`src/rtl/mexp_pkg.sv`:
```
// ----------------------------------------------------------------------------
// mexp_pkg: shared types and constants of the modular exponentiation block
// Holds the default word size, the configuration register indexes and the
// command and status bundles between the controller and the datapath.
// ----------------------------------------------------------------------------
package mexp_pkg;

	// Default machine word; values are one bit narrower than this.
	localparam int WORD_BITS_DEF = 32;

	// Configuration register indexes.
	localparam int CFG_IDX_BITS = 1;
	localparam logic [CFG_IDX_BITS-1:0] CFG_EXPONENT = 1'b0;
	localparam logic [CFG_IDX_BITS-1:0] CFG_MODULUS  = 1'b1;

	// Operand selection for the modular multiplier.
	typedef enum logic [1:0] {
		OP_REDUCE = 2'd0,   // base mod modulus, computed as 1 * base
		OP_SQUARE = 2'd1,   // acc * acc
		OP_MULT   = 2'd2    // acc * base
	} mexp_op_t;

	// Source of the value placed in the output register.
	typedef enum logic [1:0] {
		SRC_ACC  = 2'd0,
		SRC_ONE  = 2'd1,
		SRC_ZERO = 2'd2
	} mexp_src_t;

	typedef struct packed {
		logic      load;       // capture the base and start a new exponent scan
		logic      mul_start;  // launch one modular multiply
		mexp_op_t  op;         // operands of that multiply
		logic      bit_next;   // advance to the next exponent bit
		logic      res_load;   // write the output register
		mexp_src_t res_src;    // what to write there
	} mexp_cmd_t;

	typedef struct packed {
		logic mul_done;   // the multiply launched last has finished
		logic exp_bit;    // exponent bit under scan
		logic last_bit;   // that bit is the least significant one
		logic exp_zero;   // configured exponent is zero
		logic mod_zero;   // configured modulus is zero
	} mexp_sts_t;

endpackage

```
`src/rtl/mexp_mulmod.sv`:
```
// ----------------------------------------------------------------------------
// mexp_mulmod: bit-serial interleaved modular multiplier
// Computes (a * b) mod m one multiplier bit per cycle, most significant first.
// ----------------------------------------------------------------------------
module mexp_mulmod #(
	parameter int WORD_BITS = mexp_pkg::WORD_BITS_DEF
) (
	input  logic                 clk,
	input  logic                 arst_n,
	input  logic                 start,
	input  logic [WORD_BITS-2:0] a,
	input  logic [WORD_BITS-2:0] b,
	input  logic [WORD_BITS-2:0] m,
	output logic                 done,
	output logic [WORD_BITS-2:0] result
);
	localparam int VAL_BITS = WORD_BITS - 1;
	localparam int CNT_W    = $clog2(VAL_BITS);

	logic [VAL_BITS-1:0] acc_q;
	logic [VAL_BITS-1:0] a_q;
	logic [VAL_BITS-1:0] b_q;
	logic [CNT_W-1:0]    cnt_q;
	logic                busy_q;
	logic                done_q;

	logic [VAL_BITS:0] m_ext;
	logic [VAL_BITS:0] dbl;
	logic [VAL_BITS:0] red1;
	logic [VAL_BITS:0] sum;
	logic [VAL_BITS:0] red2;

	// Each step keeps the partial value below m: double and reduce, then
	// add the multiplicand when the multiplier bit is set and reduce again.
	always_comb begin
		m_ext = {1'b0, m};
		dbl   = {acc_q, 1'b0};
		red1  = (dbl >= m_ext) ? (dbl - m_ext) : dbl;
		sum   = red1 + (b_q[VAL_BITS-1] ? {1'b0, a_q} : '0);
		red2  = (sum >= m_ext) ? (sum - m_ext) : sum;
	end

	always_ff @(posedge clk or negedge arst_n) begin
		if (!arst_n) begin
			busy_q <= 1'b0;
			done_q <= 1'b0;
		end else begin
			done_q <= 1'b0;
			if (start) begin
				busy_q <= 1'b1;
			end else if (busy_q && (cnt_q == '0)) begin
				busy_q <= 1'b0;
				done_q <= 1'b1;
			end
		end
	end

	always_ff @(posedge clk) begin
		if (start) begin
			acc_q <= '0;
			a_q   <= a;
			b_q   <= b;
			cnt_q <= CNT_W'(VAL_BITS - 1);
		end else if (busy_q) begin
			acc_q <= red2[VAL_BITS-1:0];
			b_q   <= {b_q[VAL_BITS-2:0], 1'b0};
			cnt_q <= cnt_q - 1'b1;
		end
	end

	assign done   = done_q;
	assign result = acc_q;

	a_start_idle: assert property (@(posedge clk) disable iff (!arst_n)
		start |-> !busy_q)
		else $error("multiply started while one is in progress");

	a_done_pulse: assert property (@(posedge clk) disable iff (!arst_n)
		done_q |=> !done_q)
		else $error("multiply done held for more than one cycle");

	a_done_after_busy: assert property (@(posedge clk) disable iff (!arst_n)
		$rose(done_q) |-> $past(busy_q))
		else $error("multiply done without a multiply in progress");

endmodule

```
`src/rtl/mexp_dp.sv`:
```
// ----------------------------------------------------------------------------
// mexp_dp: datapath of the modular exponentiation block
// Configuration registers, base and accumulator registers, exponent scan
// and the output register around one shared modular multiplier.
// ----------------------------------------------------------------------------
module mexp_dp #(
	parameter int WORD_BITS = mexp_pkg::WORD_BITS_DEF
) (
	input  logic                              clk,
	input  logic                              arst_n,
	input  logic                              cfg_valid,
	input  logic [mexp_pkg::CFG_IDX_BITS-1:0] cfg_index,
	input  logic [WORD_BITS-2:0]              cfg_data,
	input  logic [WORD_BITS-2:0]              base,
	input  mexp_pkg::mexp_cmd_t               cmd,
	output mexp_pkg::mexp_sts_t               sts,
	output logic [WORD_BITS-2:0]              power_mod
);
	import mexp_pkg::*;

	localparam int VAL_BITS = WORD_BITS - 1;
	localparam int KCNT_W   = $clog2(VAL_BITS);

	logic [VAL_BITS-1:0] exp_cfg_q;
	logic [VAL_BITS-1:0] mod_cfg_q;
	logic [VAL_BITS-1:0] base_q;
	logic [VAL_BITS-1:0] pacc_q;
	logic [VAL_BITS-1:0] exp_q;
	logic [KCNT_W-1:0]   kcnt_q;
	logic [VAL_BITS-1:0] res_q;
	mexp_op_t            op_q;
	logic                start_q;

	logic [VAL_BITS-1:0] mul_a;
	logic [VAL_BITS-1:0] mul_b;
	logic [VAL_BITS-1:0] mul_res;
	logic                mul_done;

	always_ff @(posedge clk or negedge arst_n) begin
		if (!arst_n) begin
			exp_cfg_q <= VAL_BITS'(1);
			mod_cfg_q <= VAL_BITS'(1);
			start_q   <= 1'b0;
		end else begin
			start_q <= cmd.mul_start;
			if (cfg_valid) begin
				case (cfg_index)
					CFG_EXPONENT: exp_cfg_q <= cfg_data;
					CFG_MODULUS:  mod_cfg_q <= cfg_data;
					default:      ;
				endcase
			end
		end
	end

	// The multiply is launched in the cycle after the command so that its
	// operands come from registers already updated by the previous result.
	always_comb begin
		case (op_q)
			OP_REDUCE: begin
				mul_a = VAL_BITS'(1);
				mul_b = base_q;
			end
			OP_SQUARE: begin
				mul_a = pacc_q;
				mul_b = pacc_q;
			end
			OP_MULT: begin
				mul_a = pacc_q;
				mul_b = base_q;
			end
			default: begin
				mul_a = '0;
				mul_b = '0;
			end
		endcase
	end

	mexp_mulmod #(
		.WORD_BITS (WORD_BITS)
	) u_mulmod (
		.clk    (clk),
		.arst_n (arst_n),
		.start  (start_q),
		.a      (mul_a),
		.b      (mul_b),
		.m      (mod_cfg_q),
		.done   (mul_done),
		.result (mul_res)
	);

	always_ff @(posedge clk) begin
		if (cmd.mul_start) begin
			op_q <= cmd.op;
		end
		if (cmd.load) begin
			base_q <= base;
			exp_q  <= exp_cfg_q;
			kcnt_q <= KCNT_W'(VAL_BITS - 1);
			pacc_q <= (mod_cfg_q == VAL_BITS'(1)) ? '0 : VAL_BITS'(1);
		end else begin
			if (cmd.bit_next) begin
				exp_q  <= {exp_q[VAL_BITS-2:0], 1'b0};
				kcnt_q <= kcnt_q - 1'b1;
			end
			if (mul_done) begin
				if (op_q == OP_REDUCE) begin
					base_q <= mul_res;
				end else begin
					pacc_q <= mul_res;
				end
			end
		end
		if (cmd.res_load) begin
			case (cmd.res_src)
				SRC_ACC:  res_q <= pacc_q;
				SRC_ONE:  res_q <= VAL_BITS'(1);
				SRC_ZERO: res_q <= '0;
				default:  res_q <= '0;
			endcase
		end
	end

	always_comb begin
		sts.mul_done = mul_done;
		sts.exp_bit  = exp_q[VAL_BITS-1];
		sts.last_bit = (kcnt_q == '0);
		sts.exp_zero = (exp_cfg_q == '0);
		sts.mod_zero = (mod_cfg_q == '0);
	end

	assign power_mod = res_q;

endmodule

```
`src/rtl/mexp_ctrl.sv`:
```
// ----------------------------------------------------------------------------
// mexp_ctrl: sequencer of the modular exponentiation block
// Reduces the base, walks the exponent bits issuing square and multiply
// steps, and owns the input and output handshakes.
// ----------------------------------------------------------------------------
module mexp_ctrl (
	input  logic                clk,
	input  logic                arst_n,
	input  logic                in_valid,
	output logic                in_stall,
	output logic                out_valid,
	input  logic                out_stall,
	input  mexp_pkg::mexp_sts_t sts,
	output mexp_pkg::mexp_cmd_t cmd
);
	import mexp_pkg::*;

	typedef enum logic [4:0] {
		S_IDLE   = 5'b00001,
		S_REDUCE = 5'b00010,
		S_SQUARE = 5'b00100,
		S_MULT   = 5'b01000,
		S_FINISH = 5'b10000
	} mexp_state_t;

	mexp_state_t state_q;
	mexp_state_t state_n;
	mexp_src_t   src_q;
	mexp_src_t   src_n;
	logic        out_valid_q;

	always_comb begin
		cmd     = '0;
		state_n = state_q;
		src_n   = src_q;
		case (state_q)
			S_IDLE: begin
				if (in_valid) begin
					cmd.load = 1'b1;
					if (sts.exp_zero) begin
						src_n   = SRC_ONE;
						state_n = S_FINISH;
					end else if (sts.mod_zero) begin
						src_n   = SRC_ZERO;
						state_n = S_FINISH;
					end else begin
						src_n         = SRC_ACC;
						cmd.mul_start = 1'b1;
						cmd.op        = OP_REDUCE;
						state_n       = S_REDUCE;
					end
				end
			end
			S_REDUCE: begin
				if (sts.mul_done) begin
					cmd.mul_start = 1'b1;
					cmd.op        = OP_SQUARE;
					state_n       = S_SQUARE;
				end
			end
			S_SQUARE: begin
				if (sts.mul_done) begin
					if (sts.exp_bit) begin
						cmd.mul_start = 1'b1;
						cmd.op        = OP_MULT;
						state_n       = S_MULT;
					end else if (sts.last_bit) begin
						state_n = S_FINISH;
					end else begin
						cmd.bit_next  = 1'b1;
						cmd.mul_start = 1'b1;
						cmd.op        = OP_SQUARE;
					end
				end
			end
			S_MULT: begin
				if (sts.mul_done) begin
					if (sts.last_bit) begin
						state_n = S_FINISH;
					end else begin
						cmd.bit_next  = 1'b1;
						cmd.mul_start = 1'b1;
						cmd.op        = OP_SQUARE;
						state_n       = S_SQUARE;
					end
				end
			end
			S_FINISH: begin
				if (!out_valid_q || !out_stall) begin
					cmd.res_load = 1'b1;
					cmd.res_src  = src_q;
					state_n      = S_IDLE;
				end
			end
			default: begin
				state_n = S_IDLE;
			end
		endcase
	end

	always_ff @(posedge clk or negedge arst_n) begin
		if (!arst_n) begin
			state_q     <= S_IDLE;
			src_q       <= SRC_ACC;
			out_valid_q <= 1'b0;
		end else begin
			state_q <= state_n;
			src_q   <= src_n;
			if (cmd.res_load) begin
				out_valid_q <= 1'b1;
			end else if (!out_stall) begin
				out_valid_q <= 1'b0;
			end
		end
	end

	assign in_stall  = (state_q != S_IDLE);
	assign out_valid = out_valid_q;

	a_load_free: assert property (@(posedge clk) disable iff (!arst_n)
		cmd.res_load |-> (!out_valid_q || !out_stall))
		else $error("output register overwritten while its item is stalled");

	a_done_in_mul: assert property (@(posedge clk) disable iff (!arst_n)
		sts.mul_done |-> (state_q == S_REDUCE || state_q == S_SQUARE ||
			state_q == S_MULT))
		else $error("multiply finished outside a multiply state");

	a_accept_busy: assert property (@(posedge clk) disable iff (!arst_n)
		(in_valid && !in_stall) |=> (state_q != S_IDLE))
		else $error("accepted item did not start work");

endmodule

```
`src/rtl/modular_exponentiation.sv`:
```
// ----------------------------------------------------------------------------
// modular_exponentiation: base ** exponent mod modulus, square-and-multiply
// Top level joining the sequencer and the datapath.
// ----------------------------------------------------------------------------
// Usage:
// An item on the input channel (in_valid, in_stall, base) is raised to the
// configured exponent modulo the configured modulus; the result leaves on
// the output channel (out_valid, out_stall, power_mod). An item is moved on
// a rising edge where valid is high and stall is low.
// Registers are written through cfg_valid/cfg_ready/cfg_index/cfg_data,
// index 0 the exponent and index 1 the modulus; cfg_ready is always high.
// Write them only while no item is in flight.
// Items are processed one at a time. With W = WORD_BITS - 1, each modular
// multiply is done by the shared bit-serial multiplier, which sets the
// rate. An item needs one reduction of the base, W squarings and one
// multiply per set exponent bit. A zero exponent or modulus answers
// without any multiply.
// A new item is taken as soon as the previous one has reached the output
// register, even if the receiver still stalls it; the next result then
// waits until that register is free.
// Reset sets exponent and modulus to 1 and empties the block.
// ----------------------------------------------------------------------------
module modular_exponentiation #(
	parameter int WORD_BITS = mexp_pkg::WORD_BITS_DEF
) (
	input  logic                              clk,
	input  logic                              arst_n,
	input  logic                              in_valid,
	output logic                              in_stall,
	input  logic [WORD_BITS-2:0]              base,
	output logic                              out_valid,
	input  logic                              out_stall,
	output logic [WORD_BITS-2:0]              power_mod,
	input  logic                              cfg_valid,
	output logic                              cfg_ready,
	input  logic [mexp_pkg::CFG_IDX_BITS-1:0] cfg_index,
	input  logic [WORD_BITS-2:0]              cfg_data
);
	import mexp_pkg::*;

	// Commands from the sequencer and status back from the datapath.
	mexp_cmd_t cmd;
	mexp_sts_t sts;

	// Configuration writes go straight into registers and are never held off.
	assign cfg_ready = 1'b1;

	mexp_ctrl u_ctrl (
		.clk       (clk),
		.arst_n    (arst_n),
		.in_valid  (in_valid),
		.in_stall  (in_stall),
		.out_valid (out_valid),
		.out_stall (out_stall),
		.sts       (sts),
		.cmd       (cmd)
	);

	mexp_dp #(
		.WORD_BITS (WORD_BITS)
	) u_dp (
		.clk       (clk),
		.arst_n    (arst_n),
		.cfg_valid (cfg_valid),
		.cfg_index (cfg_index),
		.cfg_data  (cfg_data),
		.base      (base),
		.cmd       (cmd),
		.sts       (sts),
		.power_mod (power_mod)
	);

endmodule
```
`config.mk`:
```
export PLATFORM = sky130hd
export DESIGN_NAME = modular_exponentiation
export DESIGN_NICKNAME = d
export VERILOG_FILES = /design/src/rtl/mexp_pkg.sv /design/src/rtl/mexp_mulmod.sv /design/src/rtl/mexp_dp.sv /design/src/rtl/mexp_ctrl.sv /design/src/rtl/modular_exponentiation.sv
export SDC_FILE = /design/constraint.sdc
export NUM_CORES = 1
export LEC_CHECK = 0
export ABC_AREA = 1
export BUFFER_PORTS_ARGS = -buffer_cell sky130_fd_sc_hd__buf_2
export CAP_MARGIN = 20
export CORE_MARGIN = 2
export CORE_UTILIZATION = 56
export DETAILED_ROUTE_END_ITERATION = 10
export PLACE_DENSITY = 0.77
export SETUP_SLACK_MARGIN = 0.02
export SLEW_MARGIN = 0
export SYNTH_ARGS = -nofsm -noshare
export SYNTH_HDL_FRONTEND = slang
export SYNTH_SLANG_ARGS = --single-unit
```
`constraint.sdc`:
```
create_clock -name clk -period 5.3 [get_ports clk]
set_input_delay 0.795 -clock clk [delete_from_list [all_inputs] [get_ports clk]]
set_output_delay 0.795 -clock clk [all_outputs]
set_load 0.01 [all_outputs]
```
Yosys cells after proc, flatten, opt, wreduce, memory -nomap -nowiden
Index checks and enable logic that the tools add are counted.

storage, ports and cells
  register bits after elaboration = 302
  word-level logic and storage cells = 117

cells by class
  equality and inequality tests = 18
  multiplexer cells = 50
  order comparisons = 2
  add/sub/neg operators = 5
  bitwise logic cells = 1
  reduce and logical (&&, ||, !) cells = 23

operator list
  cell                 count
  $mux 31              12
  $pmux 31 s2          3
  $ge 32x31->1         2
  $logic_not 31->1     2
  $mux 5               10
  $add 32x31->32       1
  $mux 32              1
  $sub 32x31->32       1
  $eq 31x1->1 const B  1
  $sub 31x31->31       1
  $pmux 5 s5           1
  $mux 3               6
  $mux 4               4
  $pmux 3 s4           1
  $logic_not 5->1      2
  $ne 2x1->1 const B   5
  $reduce_and 2->1     5
  $reduce_bool 2->1    5
  $sub 5x1->5 const B  2
  $mux 1               9
  $reduce_and 6->1     1
  $eq 5x1->1 const B   1
  $eq 5x2->1 const B   1
  $eq 5x3->1 const B   1
  other kinds (15)     21

Depth between registers and ports, before layout
  depth after elaboration = 7
  gate-level depth with buffers = 43

Modules after synthesis
From an unflattened synthesis, not the netlist that was laid out.

second synthesis, totals
  cell total of the unflattened synthesis = 2636
  area, all modules = 19536.2 µm²

modules (own cells, without submodules)
  module                  cells each  instances  area an instance (µm²)
  mexp_mulmod             1638        1          10338.7
  mexp_dp                 919         1          8615.8
  mexp_ctrl               77          1          570.5
  modular_exponentiation  2           1          11.3

Worst setup path before layout
OpenSTA, ideal clock, no wires.

  path type = reg-to-reg
  from = register u_dp.mod_cfg_q[0]
  to = register u_dp.u_mulmod.acc_q[13] (netlist: u_dp.u_mulmod.result[13])
  stages on the path, launching flop included = 42
  arrival time = 5.134 ns
  library setup time = 0.114 ns
  clock period less this slack = 5.248 ns
  slack = 0.052 ns
  cells stage by stage = dfstp_2 -> inv_2 -> fa_1 -> nand3_1 -> nand2_1 -> nand2_1 -> nand2_1 -> nand2_1 -> nand3_1 -> nand2_1 -> nand2_2 -> buf_2 -> o21ai_0 -> inv_1 -> fa_1 -> inv_1 -> nand2_1 -> nand2_1 -> [... 6 more ...] -> nand2_1 -> nand2_1 -> inv_1 -> ha_1 -> nand2_1 -> nor2_1 -> nand2_1 -> nor3_1 -> nand4_1 -> nand3_1 -> nand2_1 -> nand2_1 -> nand2_1 -> nand3_4 -> buf_6 -> nand2_1 -> nand3_1 -> nand2_1

on the way
  cells in the longest elaborated chain, start to end = 5
  elaborated cells between the ends (all ways) = 7
  those cells by class = 3 x add/sub; 2 x order compare; 2 x mux

ends and longest elaborated chain
  what                                                   line               source
  from (decl)                                            mexp_dp.sv:25      logic [VAL_BITS-1:0] mod_cfg_q;
  from (signal assigned)                                 mexp_dp.sv:49      CFG_MODULUS: mod_cfg_q <= cfg_data;
  $sub 32x31->32 / $ge 32x31->1 (equally long branches)  mexp_mulmod.sv:38  red1 = (dbl >= m_ext) ? (dbl - m_ext) : dbl;
  $mux 32                                                mexp_mulmod.sv:38
  $add 32x31->32                                         mexp_mulmod.sv:39  sum = red1 + (b_q[VAL_BITS-1] ? {1'b0, a_q} : '0);
  $sub 31x31->31 / $ge 32x31->1 (equally long branches)  mexp_mulmod.sv:40  red2 = (sum >= m_ext) ? (sum - m_ext) : sum;
  $mux 31 (*)                                            mexp_mulmod.sv:40
  to (signal assigned)                                   mexp_mulmod.sv:65  acc_q <= red2[VAL_BITS-1:0];
  to (decl)                                              mexp_mulmod.sv:20  logic [VAL_BITS-1:0] acc_q;

Mark *: on every way between the ends. The rest lies on a longest branch, timed or not.
A chain may end at the register's enable or synchronous reset.

Worst setup path after layout
  from = register u_dp.mod_cfg_q[29]
  to = register u_dp.u_mulmod.acc_q[19] (netlist: u_dp.u_mulmod.result[19])

on the way
  cells in the longest elaborated chain, start to end = 5
  elaborated cells between the ends (all ways) = 7
  those cells by class = 3 x add/sub; 2 x order compare; 2 x mux

ends and longest elaborated chain
  what                                                   line
  $sub 32x31->32 / $ge 32x31->1 (equally long branches)  mexp_mulmod.sv:38
  $mux 32                                                mexp_mulmod.sv:38
  $add 32x31->32                                         mexp_mulmod.sv:39
  $ge 32x31->1 / $sub 31x31->31 (equally long branches)  mexp_mulmod.sv:40
  $mux 31 (*)                                            mexp_mulmod.sv:40

Marked as above.

==> results.yml <==
critical_path:
  cp.buffers_inverters: 10
  cp-end-kind: "flop"
  cp-start-kind: "flop"
  cp.arrival_ps: 5950
  cpMaxStageDelayCell: "dfrtp_1"
  cp_max_fo: 8
  reg2reg_slack_ps: -180
  worstPathRequired_ps: 5770
  cpPeakStageDelay_ps: 380
  worstSetupPathType: "flop to flop"
  cp_top_family: "simple AND/OR/NAND/NOR gates"
yosys:
  synth_ff_type: "edfxtp_1"
  yosys_warnings: 0
  ys_top_cells_by_area: "edfxtp_1 30%, nand2_1 14%, dfrtp_1 9.3%"
  async_flop_share: 0.242
  yosys-top-cells-count: "721 x nand2_1, 402 x inv_1, 213 x nor2_1"
  synth_top_area_cell: "edfxtp_1"
  synth_edf_count: 188
  yosysMostFrequentCell: "nand2_1"
  synth_seq_cells: 302
  ys_types: 49
  synth_top_area_frac: 0.300
  synth_seq_area_share: 0.441
  syn_inst: 2478
  synth_area_mm2: 0.0188
  avgSynthCellArea_um2: 7.60
  syn_nets: 2648
floorplanning:
  die-area_mm2: 0.0351
  core_mm2: 0.0334
  io_pins: 102
  die_w_um: 187
  row_count: 67
  die_height_um: 187
  start_util: 0.564
clock_network:
  cts-root-buf: "clkbuf_16"
  htree_levels: 1
  cts_buffer_depth: 3
  cts.sinks: 302
  cts_tree: "yes"
  numCtsBuffers: 30
  clkLatencyLatePin_ps: 600
  clk_pin_slew_ps: 70
placed_design:
  hpwlAfterDp_mm: 45.3
  dp.cells: 3366
  io_buffers: 100
  gp_congestion: 0.964
run:
  cap_violations: 0
timing:
  period_needed_ps: 5480
  holdWs_ps: 458
  tightest_slew_ps: 1110
  report.final.slew_viol_count: 0
  fmax_ghz: 0.182
  fin_crit_sh: 1.03
  finalSetupViolCount: 31
  slew_headroom: 0.258
  rsz0062_at_grt: "yes"
  hold_viol_final: 0
  clock_skew_ps: 27.5
  fin_ws_ps: -181
finish:
  fin_util: 0.799
  drive_above_1_share: 0.347
  stdcell_count: 3501
  area_delta_synth_final_pct: 41.6
  nNetsFinal: 3199
  diodes: 0
grt:
  grt_overflow: 0
  grt_max_degree: 74
  antenna_found_initial: 0
  busiest_layer: "met2"
  grt_pass1_vias: 18674
  grt_pass1_wl_mm: 95.9
  met2_usage: 0.602
  use_met1: 0.453
  grt_use_met3: 0.0375
  grt_use_total: 0.344
routing:
  wirelength_mm: 64.7
  drc_errors: 0
  drt_iter0_drc: 1706
  drt_pass1_iterations: 8
  avgRoutedWirePerCell_um: 18.5
  viasPerCell: 5.53
  via_count: 19347
  ant_nets: 0
run_status:
  status: "finished with violations"
  violations: "negative setup slack"
hold_path:
  hp-class: "primary input to flop"
## worst reg2reg max path, delay by kind of cell, from the launching register on
| family | cells | cell delay (ps) |
|---|---|---|
| XOR/XNOR | 1 | 170 |
| buffers and inverters | 10 | 1270 |
| adder cells (fa/ha/maj) | 3 | 820 |
| AO/OA/AOI/OAI | 6 | 930 |
| flip-flops | 1 | 380 |
| AND/OR/NAND/NOR | 17 | 1800 |
## area by class of cell
type                       instances  area, µm²
sequential                       302       8300
fill                            2246       6700
tap                              448        561
clock buffer                      31        754
inverter                         404       1520
clock inverter                    25        265
timing repair buffer             592       4470
multi-input combinational       1699      10800
## cells by family after synthesis
kind of cell               count (synthesis)  synth area share
buffers and inverters                    477            0.0972
other                                      1          0.000199
DFF                                      302             0.441
adders and majority gates                102            0.0690
and+or+nand+nor                         1142             0.249
xor gates and xnor gates                  68            0.0316
AOI/OAI and AO/OA                        386             0.113
## registers in the layout, indices dropped and copies added, names as in the netlist, 2 cells and up
signal,count
u_dp.base_q,31
u_dp.exp_cfg_q,31
u_dp.exp_q,31
u_dp.mod_cfg_q,31
u_dp.pacc_q,31
u_dp.power_mod,31
u_dp.u_mulmod.a_q,31
u_dp.u_mulmod.b_q,31
u_dp.u_mulmod.result,31
u_ctrl.state_q,5
u_dp.kcnt_q,5
u_dp.u_mulmod.cnt_q,5
u_ctrl.src_q,2
u_dp.op_q,2
## worst paths after layout
check	start	endpoint	cells past startpoint
min in group asynchronous	arst_n	u_dp.exp_cfg_q[2]	2
min reg2reg	u_dp.u_mulmod.cnt_q[4]	u_dp.u_mulmod.cnt_q[4]	2
min	cfg_data[5]	u_dp.mod_cfg_q[5]	3
max in group asynchronous	arst_n	u_ctrl.state_q[0]	3
max	u_dp.mod_cfg_q[29]	u_dp.u_mulmod.result[19]	37
max reg2reg	u_dp.mod_cfg_q[29]	u_dp.u_mulmod.result[19]	37
## cells in the final DEF (no fill, tap or decap), types with 50 or more instances in the layout
cell,netlist,routed
nand2_2,3,86
buf_4,1,464
buf_2,11,99
nand3_1,102,83
inv_1,402,353
nand4_1,52,52
inv_2,2,50
ha_4,0,56
nand2_1,721,615
a21oi_1,112,56
nor2_1,213,163
dfrtp_1,70,70
edfxtp_1,188,188
o21ai_0,193,149
## layer usage
metal,vias up,wire [µm]
met5,-,0
met3,160,5040
met4,0,2360
met2,925,31500
met1,9134,25800
li1,9128,-
## stage by stage
stage               TNS, ps  cell area [µm²]  worst slack, ps
floorplan                 0            18800             52.2
global placement     -16500            22800             -542
detailed placement   -17880            22800             -614
CTS                       0            25200             14.5
global route          -8770            26700             -373
finish                -2510            26700             -181
## timing repair
item,in CTS,in global routing
cloned,3,4
gates resized for setup,244,280
hold buffers,0,1
pin swaps,65,142
hold endpoints to repair,0,4
endpoints found under the setup margin,31,31
setup buffers,40,30
Power is left out: the tool's default activity adds up to more than one toggle a clock period on the data nets, which glitch-free logic cannot reach.
